[config.mk]
export PLATFORM = sky130hd
export DESIGN_NAME = fixed_block_pool_allocator
export DESIGN_NICKNAME = d
export VERILOG_FILES = /design/src/rtl/core/fbpa_pkg.sv /design/src/rtl/core/fixed_block_pool_allocator.sv /design/src/rtl/core/fbpa_link_store.sv /design/src/rtl/core/fbpa_offset.sv /design/src/rtl/core/fbpa_rsp_queue.sv
export SDC_FILE = /design/constraint.sdc
export NUM_CORES = 2
export LEC_CHECK = 0
export CAP_MARGIN = 30
export CORE_ASPECT_RATIO = 0.75
export CORE_MARGIN = 5
export CORE_UTILIZATION = 28
export DETAILED_ROUTE_END_ITERATION = 7
export DONT_BUFFER_PORTS = 1
export GPL_ROUTABILITY_DRIVEN = 0
export PLACE_DENSITY = 0.53
export SKIP_CTS_REPAIR_TIMING = 1
export SLEW_MARGIN = 15
export SYNTH_ARGS = -nofsm -noshare
export SYNTH_HDL_FRONTEND = slang
export SYNTH_SLANG_ARGS = --single-unit
[constraint.sdc]
create_clock -name clk -period 20.9 [get_ports clk]
set_input_delay 4.18 -clock clk [delete_from_list [all_inputs] [get_ports clk]]
set_output_delay 4.18 -clock clk [all_outputs]
set_load 0.05 [all_outputs]
[src/rtl/core/fbpa_pkg.sv]
// ----------------------------------------------------------------------------
// fbpa_pkg: shared types and constants for the block pool allocator
// Request and response words, operation and status codes, register indexes.
// ----------------------------------------------------------------------------
`default_nettype none

package fbpa_pkg;

  localparam int MAX_BLOCKS_DEF  = 256;
  localparam int ALIGN_BYTES_DEF = 8;

  localparam int POOL_HDR    = 24;
  localparam int BLK_HDR     = 8;
  localparam int OFFSET_BASE = POOL_HDR + BLK_HDR;

  localparam int MODE_W     = 2;
  localparam int INDEX_W    = 8;
  localparam int STATUS_W   = 2;
  localparam int OFFSET_W   = 20;
  localparam int COUNT_W    = 9;
  localparam int BYTES_W    = 13;
  localparam int TALLY_W    = 9;
  localparam int TALLY_MAX  = 511;
  localparam int STRIDE_W   = 14;

  localparam int COUNT_RESET = 256;
  localparam int BYTES_RESET = 64;

  localparam int CFG_INDEX_W = 4;
  localparam int CFG_DATA_W  = 13;

  typedef enum logic [MODE_W-1:0] {
    MODE_ALLOC = 2'd0,
    MODE_FREE  = 2'd1,
    MODE_COUNT = 2'd2
  } mode_t;

  typedef enum logic [STATUS_W-1:0] {
    STATUS_OK        = 2'd0,
    STATUS_EMPTY     = 2'd1,
    STATUS_BAD_INDEX = 2'd2
  } status_t;

  typedef enum logic [CFG_INDEX_W-1:0] {
    REG_BLOCK_COUNT = 4'd0,
    REG_BLOCK_BYTES = 4'd1
  } cfg_reg_t;

  typedef struct packed {
    logic [MODE_W-1:0]  mode;
    logic [INDEX_W-1:0] block_index;
  } req_t;

  typedef struct packed {
    logic [STATUS_W-1:0] status;
    logic [INDEX_W-1:0]  granted_index;
    logic [OFFSET_W-1:0] granted_offset;
    logic [TALLY_W-1:0]  free_blocks;
  } rsp_t;

endpackage

`default_nettype wire

[src/rtl/core/fixed_block_pool_allocator.sv]
// ----------------------------------------------------------------------------
// fixed_block_pool_allocator: equal-size block pool with a LIFO free list
// Request channel req_valid/req_ready/req carries mode and block_index.
// Response channel rsp_valid/rsp_ready/rsp returns one word per request:
// status, granted index and payload offset, and the free block count.
// Config channel cfg_valid/cfg_ready/cfg_index/cfg_data writes block_count
// (index 0) and block_bytes (index 1); write only while no request is open.
// Free and count requests, and an alloc that finds the list empty, have
// their response queued at the accepting edge. An alloc that finds a free
// block reads the head's link from the link memory, and the next request
// waits for that read to set the new head.
// After reset and after each block_count write, the link memory is chained
// by a sweep of one entry per cycle, during which req_ready stays low. A
// block_bytes write holds req_ready low while the block stride is recomputed.
// A two-word response buffer lets requests be taken while a response waits;
// when it is full, req_ready drops until rsp_ready takes a word.
// ----------------------------------------------------------------------------
`default_nettype none

module fixed_block_pool_allocator #(
  parameter int MAX_BLOCKS  = fbpa_pkg::MAX_BLOCKS_DEF,
  parameter int ALIGN_BYTES = fbpa_pkg::ALIGN_BYTES_DEF
) (
  input  wire logic                             clk,
  input  wire logic                             rst,
  input  wire logic                             req_valid,
  output logic                                  req_ready,
  input  wire fbpa_pkg::req_t                   req,
  output logic                                  rsp_valid,
  input  wire logic                             rsp_ready,
  output fbpa_pkg::rsp_t                        rsp,
  input  wire logic                             cfg_valid,
  output logic                                  cfg_ready,
  input  wire logic [fbpa_pkg::CFG_INDEX_W-1:0] cfg_index,
  input  wire logic [fbpa_pkg::CFG_DATA_W-1:0]  cfg_data
);

  localparam int AW = $clog2(MAX_BLOCKS);
  localparam int LW = $clog2(MAX_BLOCKS + 1);
  localparam logic [LW-1:0] END_MARK = LW'(MAX_BLOCKS);
  localparam int RESET_EFF =
    (fbpa_pkg::COUNT_RESET > MAX_BLOCKS) ? MAX_BLOCKS : fbpa_pkg::COUNT_RESET;

  typedef enum logic [1:0] {
    ST_IDLE   = 2'b01,
    ST_LOOKUP = 2'b10
  } state_t;

  state_t                           state;
  state_t                           state_next;
  logic [fbpa_pkg::COUNT_W-1:0]     block_count;
  logic [fbpa_pkg::BYTES_W-1:0]     block_bytes;
  logic [LW-1:0]                    head;
  logic [LW-1:0]                    head_next;
  logic [fbpa_pkg::TALLY_W-1:0]     tally;
  logic [fbpa_pkg::TALLY_W-1:0]     tally_next;
  logic [fbpa_pkg::TALLY_W-1:0]     tally_inc;
  logic [fbpa_pkg::TALLY_W-1:0]     tally_dec;
  logic [LW-1:0]                    eff_count;
  logic [LW-1:0]                    cfg_eff;
  logic [fbpa_pkg::COUNT_W-1:0]     cfg_count;
  logic                             count_wr;
  logic                             bytes_wr;
  logic                             acc;
  logic                             is_alloc;
  logic                             is_free;
  logic                             head_end;
  logic                             free_bad;
  logic                             mem_we;
  logic                             mem_re;
  logic [LW-1:0]                    mem_rdata;
  logic                             store_busy;
  logic                             offset_busy;
  logic [fbpa_pkg::OFFSET_W-1:0]    offset;
  logic                             push;
  fbpa_pkg::rsp_t                   rsp_d;
  logic                             q_room;

  // config
  assign cfg_ready = 1'b1;
  assign count_wr  = cfg_valid && (cfg_index == fbpa_pkg::REG_BLOCK_COUNT);
  assign bytes_wr  = cfg_valid && (cfg_index == fbpa_pkg::REG_BLOCK_BYTES);
  assign cfg_count = cfg_data[fbpa_pkg::COUNT_W-1:0];

  assign eff_count = (32'(block_count) > MAX_BLOCKS) ? END_MARK : LW'(block_count);
  assign cfg_eff   = (32'(cfg_count) > MAX_BLOCKS) ? END_MARK : LW'(cfg_count);

  always_ff @(posedge clk) begin
    if (rst) begin
      block_count <= fbpa_pkg::COUNT_W'(fbpa_pkg::COUNT_RESET);
      block_bytes <= fbpa_pkg::BYTES_W'(fbpa_pkg::BYTES_RESET);
    end else begin
      if (count_wr) begin
        block_count <= cfg_count;
      end
      if (bytes_wr) begin
        block_bytes <= cfg_data[fbpa_pkg::BYTES_W-1:0];
      end
    end
  end

  // request decode
  assign req_ready = (state == ST_IDLE) && !store_busy && !offset_busy && q_room;
  assign acc       = req_valid && req_ready;
  assign is_alloc  = (req.mode == fbpa_pkg::MODE_ALLOC);
  assign is_free   = (req.mode == fbpa_pkg::MODE_FREE);
  assign head_end  = (32'(head) >= MAX_BLOCKS);
  assign free_bad  = (32'(req.block_index) >= 32'(eff_count));

  assign tally_inc = (32'(tally) == fbpa_pkg::TALLY_MAX) ? tally
                                                        : tally + fbpa_pkg::TALLY_W'(1);
  assign tally_dec = (tally != '0) ? tally - fbpa_pkg::TALLY_W'(1) : tally;

  assign mem_re = acc && is_alloc && !head_end;
  assign mem_we = acc && is_free && !free_bad;

  always_comb begin
    state_next = state;
    head_next  = head;
    tally_next = tally;
    push       = 1'b0;
    rsp_d      = '0;
    case (state)
      ST_IDLE: begin
        if (acc) begin
          if (is_alloc) begin
            if (head_end) begin
              push              = 1'b1;
              rsp_d.status      = fbpa_pkg::STATUS_EMPTY;
              rsp_d.free_blocks = tally;
            end else begin
              state_next = ST_LOOKUP;
            end
          end else if (is_free) begin
            push = 1'b1;
            if (free_bad) begin
              rsp_d.status      = fbpa_pkg::STATUS_BAD_INDEX;
              rsp_d.free_blocks = tally;
            end else begin
              head_next         = LW'(req.block_index);
              tally_next        = tally_inc;
              rsp_d.status      = fbpa_pkg::STATUS_OK;
              rsp_d.free_blocks = tally_inc;
            end
          end else begin
            push              = 1'b1;
            rsp_d.status      = fbpa_pkg::STATUS_OK;
            rsp_d.free_blocks = tally;
          end
        end
      end
      ST_LOOKUP: begin
        push                 = 1'b1;
        rsp_d.status         = fbpa_pkg::STATUS_OK;
        rsp_d.granted_index  = fbpa_pkg::INDEX_W'(head);
        rsp_d.granted_offset = offset;
        rsp_d.free_blocks    = tally_dec;
        head_next            = mem_rdata;
        tally_next           = tally_dec;
        state_next           = ST_IDLE;
      end
      default: begin
        state_next = ST_IDLE;
      end
    endcase
  end

  always_ff @(posedge clk) begin
    if (rst) begin
      state <= ST_IDLE;
      head  <= '0;
      tally <= fbpa_pkg::TALLY_W'(RESET_EFF);
    end else if (count_wr) begin
      state <= ST_IDLE;
      head  <= (cfg_eff != '0) ? '0 : END_MARK;
      tally <= fbpa_pkg::TALLY_W'(cfg_eff);
    end else begin
      state <= state_next;
      head  <= head_next;
      tally <= tally_next;
    end
  end

  fbpa_link_store #(
    .DEPTH (MAX_BLOCKS),
    .AW    (AW),
    .LW    (LW)
  ) u_link_store (
    .clk     (clk),
    .rst     (rst),
    .restart (count_wr),
    .count   (eff_count),
    .we      (mem_we),
    .waddr   (AW'(req.block_index)),
    .wdata   (head),
    .re      (mem_re),
    .raddr   (head[AW-1:0]),
    .rdata   (mem_rdata),
    .busy    (store_busy)
  );

  fbpa_offset #(
    .ALIGN_BYTES (ALIGN_BYTES),
    .IDX_W       (LW)
  ) u_offset (
    .clk         (clk),
    .rst         (rst),
    .bytes_we    (bytes_wr),
    .block_bytes (block_bytes),
    .index       (head),
    .offset      (offset),
    .busy        (offset_busy)
  );

  fbpa_rsp_queue u_rsp_queue (
    .clk   (clk),
    .rst   (rst),
    .push  (push),
    .din   (rsp_d),
    .valid (rsp_valid),
    .ready (rsp_ready),
    .dout  (rsp),
    .room  (q_room)
  );

  a_lookup_one_cycle: assert property (@(posedge clk) disable iff (rst)
    (state == ST_LOOKUP) |=> (state == ST_IDLE))
    else $error("alloc lookup held longer than one cycle");

  a_push_has_room: assert property (@(posedge clk) disable iff (rst)
    push |-> (q_room || (rsp_valid && rsp_ready)))
    else $error("response pushed into full buffer");

  a_no_write_in_lookup: assert property (@(posedge clk) disable iff (rst)
    (state == ST_LOOKUP) |-> !mem_we)
    else $error("link write while a lookup is open");

  a_head_in_range: assert property (@(posedge clk) disable iff (rst)
    32'(head) <= MAX_BLOCKS)
    else $error("list head beyond end marker");

  a_no_req_in_sweep: assert property (@(posedge clk) disable iff (rst)
    $rose(store_busy) |-> !acc)
    else $error("request taken while link sweep starts");

endmodule

`default_nettype wire

[src/rtl/core/fbpa_link_store.sv]
// ----------------------------------------------------------------------------
// fbpa_link_store: free list link memory
// Single write, single read port, registered read data. Runs the chaining
// sweep after reset and on every restart, one entry per cycle.
// ----------------------------------------------------------------------------
`default_nettype none

module fbpa_link_store #(
  parameter int DEPTH = fbpa_pkg::MAX_BLOCKS_DEF,
  parameter int AW    = $clog2(DEPTH),
  parameter int LW    = $clog2(DEPTH + 1)
) (
  input  wire logic          clk,
  input  wire logic          rst,
  input  wire logic          restart,
  input  wire logic [LW-1:0] count,
  input  wire logic          we,
  input  wire logic [AW-1:0] waddr,
  input  wire logic [LW-1:0] wdata,
  input  wire logic          re,
  input  wire logic [AW-1:0] raddr,
  output logic      [LW-1:0] rdata,
  output logic               busy
);

  localparam logic [LW-1:0] END_MARK = LW'(DEPTH);

  logic [LW-1:0] mem [DEPTH];
  logic [LW-1:0] sweep_idx;
  logic [LW:0]   sweep_inc;
  logic          sweep_we;
  logic [LW-1:0] sweep_link;

  assign sweep_inc  = {1'b0, sweep_idx} + (LW+1)'(1);
  assign sweep_we   = busy && (sweep_idx < count);
  assign sweep_link = (sweep_inc < {1'b0, count}) ? sweep_inc[LW-1:0] : END_MARK;

  always_ff @(posedge clk) begin
    if (rst || restart) begin
      busy      <= 1'b1;
      sweep_idx <= '0;
    end else if (busy) begin
      sweep_idx <= sweep_inc[LW-1:0];
      if (sweep_inc >= {1'b0, count}) begin
        busy <= 1'b0;
      end
    end
  end

  always_ff @(posedge clk) begin
    if (sweep_we) begin
      mem[sweep_idx[AW-1:0]] <= sweep_link;
    end else if (we) begin
      mem[waddr] <= wdata;
    end
  end

  always_ff @(posedge clk) begin
    if (re) begin
      rdata <= mem[raddr];
    end
  end

endmodule

`default_nettype wire

[src/rtl/core/fbpa_offset.sv]
// ----------------------------------------------------------------------------
// fbpa_offset: block stride and payload offset
// Pads the block size to the alignment in two registered steps, then gives
// pool header plus index times stride plus block header.
// ----------------------------------------------------------------------------
`default_nettype none

module fbpa_offset #(
  parameter int ALIGN_BYTES = fbpa_pkg::ALIGN_BYTES_DEF,
  parameter int IDX_W       = 9
) (
  input  wire logic                          clk,
  input  wire logic                          rst,
  input  wire logic                          bytes_we,
  input  wire logic [fbpa_pkg::BYTES_W-1:0]  block_bytes,
  input  wire logic [IDX_W-1:0]              index,
  output logic      [fbpa_pkg::OFFSET_W-1:0] offset,
  output logic                               busy
);

  localparam int NUM_W   = fbpa_pkg::STRIDE_W;
  localparam int RECIP_S = 16;
  localparam int RECIP_W = RECIP_S + 1;
  localparam int RECIP   = (1 << RECIP_S) / ALIGN_BYTES;
  localparam int PROD_W  = NUM_W + RECIP_W;
  localparam int MUL_W   = IDX_W + fbpa_pkg::STRIDE_W;
  localparam int SUM_W   = MUL_W + fbpa_pkg::OFFSET_W;

  logic [NUM_W-1:0]              num;
  logic [PROD_W-1:0]             prod;
  logic [NUM_W-1:0]              q_est;
  logic [NUM_W-1:0]              num_q;
  logic [NUM_W-1:0]              base;
  logic [NUM_W-1:0]              rem;
  logic [NUM_W-1:0]              padded;
  logic [fbpa_pkg::STRIDE_W-1:0] stride;
  logic [1:0]                    settle;
  logic [MUL_W-1:0]              mul;
  logic [SUM_W-1:0]              sum;

  // round up by reciprocal, then one correction step
  assign num    = NUM_W'(block_bytes) + NUM_W'(ALIGN_BYTES - 1);
  assign prod   = PROD_W'(num) * PROD_W'(RECIP);
  assign base   = q_est * NUM_W'(ALIGN_BYTES);
  assign rem    = num_q - base;
  assign padded = (rem >= NUM_W'(ALIGN_BYTES)) ? base + NUM_W'(ALIGN_BYTES) : base;

  always_ff @(posedge clk) begin
    q_est  <= prod[RECIP_S +: NUM_W];
    num_q  <= num;
    stride <= padded + NUM_W'(fbpa_pkg::BLK_HDR);
  end

  always_ff @(posedge clk) begin
    if (rst || bytes_we) begin
      settle <= 2'd2;
    end else if (settle != 2'd0) begin
      settle <= settle - 2'd1;
    end
  end

  assign busy   = (settle != 2'd0);
  assign mul    = MUL_W'(index) * MUL_W'(stride);
  assign sum    = SUM_W'(mul) + SUM_W'(fbpa_pkg::OFFSET_BASE);
  assign offset = sum[fbpa_pkg::OFFSET_W-1:0];

endmodule

`default_nettype wire

[src/rtl/core/fbpa_rsp_queue.sv]
// ----------------------------------------------------------------------------
// fbpa_rsp_queue: two-entry response buffer
// Holds finished response words so that a new request can be taken while
// an earlier response still waits at the output.
// ----------------------------------------------------------------------------
`default_nettype none

module fbpa_rsp_queue (
  input  wire logic           clk,
  input  wire logic           rst,
  input  wire logic           push,
  input  wire fbpa_pkg::rsp_t din,
  output logic                valid,
  input  wire logic           ready,
  output fbpa_pkg::rsp_t      dout,
  output logic                room
);

  fbpa_pkg::rsp_t slot0;
  fbpa_pkg::rsp_t slot1;
  logic [1:0]     count;
  logic [1:0]     count_next;
  logic           pop;

  assign pop   = valid && ready;
  assign valid = (count != 2'd0);
  assign room  = (count != 2'd2);
  assign dout  = slot0;

  always_comb begin
    count_next = count;
    if (push && !pop) begin
      count_next = count + 2'd1;
    end else if (pop && !push) begin
      count_next = count - 2'd1;
    end
  end

  always_ff @(posedge clk) begin
    if (rst) begin
      count <= 2'd0;
    end else begin
      count <= count_next;
    end
  end

  always_ff @(posedge clk) begin
    case (count)
      2'd0: begin
        if (push) begin
          slot0 <= din;
        end
      end
      2'd1: begin
        if (push && pop) begin
          slot0 <= din;
        end else if (push) begin
          slot1 <= din;
        end
      end
      2'd2: begin
        if (pop) begin
          slot0 <= slot1;
          if (push) begin
            slot1 <= din;
          end
        end
      end
      default: begin
        slot0 <= slot0;
      end
    endcase
  end

endmodule

`default_nettype wire

Word level (Yosys, flattened, before mapping). Memories as Yosys holds them, arrays and structs flattened. A register that Yosys moved wholly into a read port is not among the register bits. Cells that the tools add are included. W data, S select, Z words.

Bits in registers: 173. RAM bits: 2304. Bits of input ports: 32. Output and inout port bits: 42. Word-level logic and storage cells: 154. Memories kept: 1.

Add/subtract/negate cells: 11. $mul: 1. Magnitude comparators: 8. Eq/ne operators: 16. Multiplexer cells: 54. Bitwise gates (word level): 2. Reductions and logical operators: 41.

Memory list: u_link_store.mem (depth 256, bits a word 9, rd ports 1, clocked after memory_dff 1, wr ports 1, line fbpa_link_store.sv:28) `logic [LW-1:0] mem [DEPTH];`.

Operator list (number): $mux W39 (6); $mux W9 (20); $pmux W39 S3 (1); $pmux W39 S2 (1); $pmux W9 S2 (3); $add A14 B4 Y14 const B (2); $mux W28 (1); $add A20 B6 Y20 const B (1); $mul A9 B14 Y20 (1); $gt A9 B9 Y1 const B (2); $reduce_bool A9 Y1 (2); $logic_and A1 B1 Y1 (15); $add A13 B3 Y14 const B (1); $ge A14 B4 Y1 const B (1); $mux W14 (1); $mux W2 (7); $sub A14 B14 Y14 (1); $mux W1 (12); $ne A3 B2 Y1 const B (4); $add A9 B1 Y10 const B (1); $ge A10 B9 Y1 (1); $lt A10 B9 Y1 (1); $add A9 B1 Y9 const B (1); $eq A9 B9 Y1 const B (1); other kinds (25) (46).

Longest topological paths before layout.
Depth after elaboration: 12. Mapped depth: 23. Mapped depth without buffers: 18.

By module. A second synthesis with hierarchy kept.

Cells, all modules: 5361. Area total of the unflattened synthesis: 101093.2 µm².

By module, submodules not included: fbpa_link_store (times used 1, cells an instance 4350, area an instance 90818.4 µm², sequential area each 69656.8 µm²); fbpa_offset (times used 1, cells an instance 422, area an instance 3818.7 µm², sequential area each 480.5 µm²); fbpa_rsp_queue (times used 1, cells an instance 148, area an instance 3259.4 µm², sequential area each 2382.3 µm²); fixed_block_pool_allocator (times used 1, cells an instance 441, area an instance 3196.8 µm², sequential area each 840.8 µm²).

Least setup slack after synthesis. No wires, ideal clock.

Path type: input -> register. Start point: input req[6] (netlist bit). End point: memory u_link_store.mem[0][2] (netlist bit) (data pin). Setup time: 2188 ps. Arrival: 15553 ps. Required time: 18712 ps. Slack: 3158 ps. Stages: 8. Path buffers: 2. Cell sequence: ha_1 a21o_1 a221oi_2 o21ai_1 a21o_1 buf_2 clkbuf_1 o21ai_0.

Longest elaborated chain between the ends: 8.

Ends and longest elaborated chain: from (decl) (line fixed_block_pool_allocator.sv:28) `input wire fbpa_pkg::req_t req,`; $ge A8 B9 Y1 (line fixed_block_pool_allocator.sv:108) `assign free_bad = (32'(req.block_index) >= 32'(eff_count));`; $logic_not A1 Y1 (line fixed_block_pool_allocator.sv:115) `assign mem_we = acc && is_free && !free_bad;`; $logic_and A1 B1 Y1 (line fixed_block_pool_allocator.sv:115); $mux W1 (line fbpa_link_store.sv:53) `end else if (we) begin`; $mux W1 (line fbpa_link_store.sv:51) `if (sweep_we) begin`; $mux W1 (implied by the code) (line fbpa_link_store.sv:54) `mem[waddr] <= wdata;`; $reduce_or A9 Y1 (no source line); $mux W9 (no source line); to (decl) (line fbpa_link_store.sv:28).

No other way between the ends.

Final worst setup path.
Start point: input req[0] (netlist bit). End point: memory u_link_store.mem[73][4] (netlist bit) (data pin).

Same word-level chain as after synthesis.

==> run summary <==
Static Leak - 34.41 nW
crit end category - register
drt pass-1 iters - 6
area of the multi-input gates - 24,760 µm²
WL final - 281.2 mm
Cell variety after synth - 85
DIE AREA - 367,400 µm²
final period utilization - 0.3927
final max-slew violation count - 0
vias in the first global route - 50,977
Reg clk slew, reported paths - 0.06 ns
Worst setup SP type - input port
Die X - 698.3 µm
fin area - 113,100 µm²
setup violators final - 0
first-pass GRT wire length - 397.8 mm
routed vias - 52,033
Routed Antenna Nets - 0
leading area contributor after synthesis - edfxtp_1
post-DP HPWL - 176.0 mm
Crit path arrival time - 8.69 ns
Critical R2R Launch - head[0]$_SDFFE_PP0P_
# IOs - 74
FF+latch area - 73,190 µm²
Core Rows - 189
Yosys warning total - 0
Tot GR Track Use - 0.1481
Cells after Synth - 5,171
nets - 5,450
Max transition margin - 0.1981
CP max FO - 160
post-placement cell area - 105,400 µm²
H-tree levels - 4
register area share after synthesis - 0.7356
final hold violation count - 0
CTS Sinks - 2,463
Worst EP required - 21.38 ns
Slew @ Worst Pin - 1.203 ns
Clock Tree Buf Depth - 4
Hold Crit Class - reg -> reg
share of synthesized registers carrying an async set or reset - 0
total power - 0.01021 W
Die Span Y - 526.2 µm
number of flops mapped to enable cells by yosys - 2,385
routed len/inst - 27.72 µm
clk_lat worst skew - 0.91 ns
Initial Utilization - 0.2812
maximum vdd ir drop - 0.06951 mV
Post-synth top flop - edfxtp_1
Worst Hold Launch - u_offset.num_q[3]$_DFF_P_
I/O Buffers - 0
largest net degree at the start of global routing - 180
Seq cells post-synth - 2,463
Pwr Density - 90.28 nW/µm²
routed vias/inst - 5.130
Top cell by count, worst path - buf_4
TritonCTS clock tree - built
outcome - finished clean
max incr delay on CP - 0.82 ns
cell chosen for the clock root - clkbuf_16
MaxCap Viol Count - 0
core area - 353,800 µm²
Worst path slowest cell - buf_4
Avg Synthesized Cell Area - 19.24 µm²
Area contributors post-synth - edfxtp_1, mux4_2, dfxtp_1, nor2_1, fa_1
Worst Skew - 0.09208 ns
top cells by count, synth - edfxtp_1, mux4_2, nor2_1, nand2_1, clkbuf_1
worst-path cell chain - inv_1 -> ha_1 -> nand2b_1 -> a31oi_1 -> o21ai_1 -> a21o_2 -> buf_4 -> o21ai_4 -> buf_4 -> buf_12
layout cells sized above 1 - 0.2072
RSZ-0062 raised after global routing - false
post-synth top area share - 0.7199
CTS Buf Count - 233
post-route minimum period - 8.208 ns
area grow syn2layout - 13.67%
Fillers - 33,600
worst setup path startpoint - req[0]
critical path class - in -> reg
drc violations - 0
cell area after synthesis - 99,480 µm²
Max Fclk - 121.8 MHz
setup_tns - 0 ns
total grt overflow - 0
DRT iter0 DRCs - 6,448
initial antenna violation count - 14
count leader, synth - edfxtp_1
## where the power goes
group / switching, W / internal, W
clock: 0.00185 / 0.00236
combinational: 0.000328 / 0.000102
sequential: 0.0000789 / 0.00549
## kinds of logic (layout without fill, tap and decap cells)
| kind of cell | count (synthesis) | after routing | share of synthesized area |
|---|---|---|---|
| other cells | 2 | 9 | 0.00007549 |
| buf+inv | 376 | 661 | 0.01748 |
| fa+ha+maj | 142 | 142 | 0.02246 |
| xor+xnor | 53 | 53 | 0.004666 |
| simple gates | 883 | 883 | 0.04050 |
| mux | 674 | 674 | 0.1371 |
| compound gates | 578 | 578 | 0.04208 |
| flops | 2463 | 2463 | 0.7356 |
## flip-flops by register name (all words and copies together), names as in the netlist
| register | flops |
|---|---|
| head | 9 |
| u_rsp_queue.dout | 36 |
| u_offset.q_est | 1 |
| u_offset.stride | 11 |
| u_offset.settle | 2 |
| block_bytes | 13 |
| u_link_store.mem | 2304 |
| block_count | 9 |
| state | 2 |
| u_rsp_queue.count | 2 |
| u_rsp_queue.slot1 | 36 |
| u_link_store.rdata | 9 |
| tally | 9 |
| u_offset.num_q | 10 |
| u_link_store.sweep_idx | 9 |
| u_link_store.busy | 1 |
## worst max-delay path, delay by kind of cell
family	cells	cell delay (ns)
fa+ha+maj	1	0.28
buf+inv	4	1.67
simple gates	1	0.15
compound gates	4	1.89
## placed cells by master, fill, tap and decap left out, types with 74 or more instances in the layout
master | synthesis | final
o22ai_1 | 110 | 110
nand2_1 | 216 | 215
ha_1 | 81 | 80
a21oi_1 | 90 | 89
clkbuf_16 | 0 | 234
mux4_2 | 545 | 545
edfxtp_1 | 2385 | 2385
buf_4 | 49 | 138
mux2i_1 | 102 | 102
nor2_1 | 358 | 354
inv_1 | 75 | 74
## layer usage
| layer | vias to the layer above | share of wire | track usage |
|---|---|---|---|
| met3 | 382 | 0.12 | 0.04645 |
| met5 | - | 0.000071 | 0 |
| met4 | 4 | 0.022 | 0.03088 |
| li1 | 21252 | - | - |
| met1 | 27623 | 0.45 | 0.2275 |
| met2 | 2772 | 0.41 | 0.2031 |
## final timing paths
check | end | slack (ns) | depth (start not counted)
max | u_link_store.mem[73][4]$_DFFE_PP_ | 12.69 | 10
min | u_offset.stride[3]$_DFF_P_ | 0.39 | 1
max reg2reg | u_link_store.rdata[5]$_DFFE_PP_ | 14.01 | 11
min reg2reg | u_offset.stride[3]$_DFF_P_ | 0.39 | 1
## layout make-up
| cell class | count | area share |
|---|---|---|
| timing repair buffer | 166 | 0.01382 |
| multi-input combinational | 2334 | 0.2190 |
| clock buffer | 284 | 0.05353 |
| tap | 4679 | 0.05177 |
| inverter | 78 | 0.002589 |
| sequential | 2463 | 0.6472 |
| clock inverter | 133 | 0.01198 |
| antenna | 5 | 0.0001106 |
## through the flow
| step | hold slack [ns] | setup slack, ns | util | std cells |
|---|---|---|---|---|
| 4_1_cts | 0.3981 | 12.76 | 0.3190 | 10115 |
| 3_3_place_gp | 0.3858 | 11.80 | 0.2971 | 9668 |
| 6_report | 0.3948 | 12.69 | 0.3197 | 10142 |
| 3_5_place_dp | 0.3851 | 11.83 | 0.2981 | 9698 |
| 5_1_grt | 0.4283 | 12.56 | 0.3196 | 10138 |
| 2_1_floorplan | 0.3703 | 3.158 | - | 5173 |
Note: power is estimated with default switching activity, not from simulation.
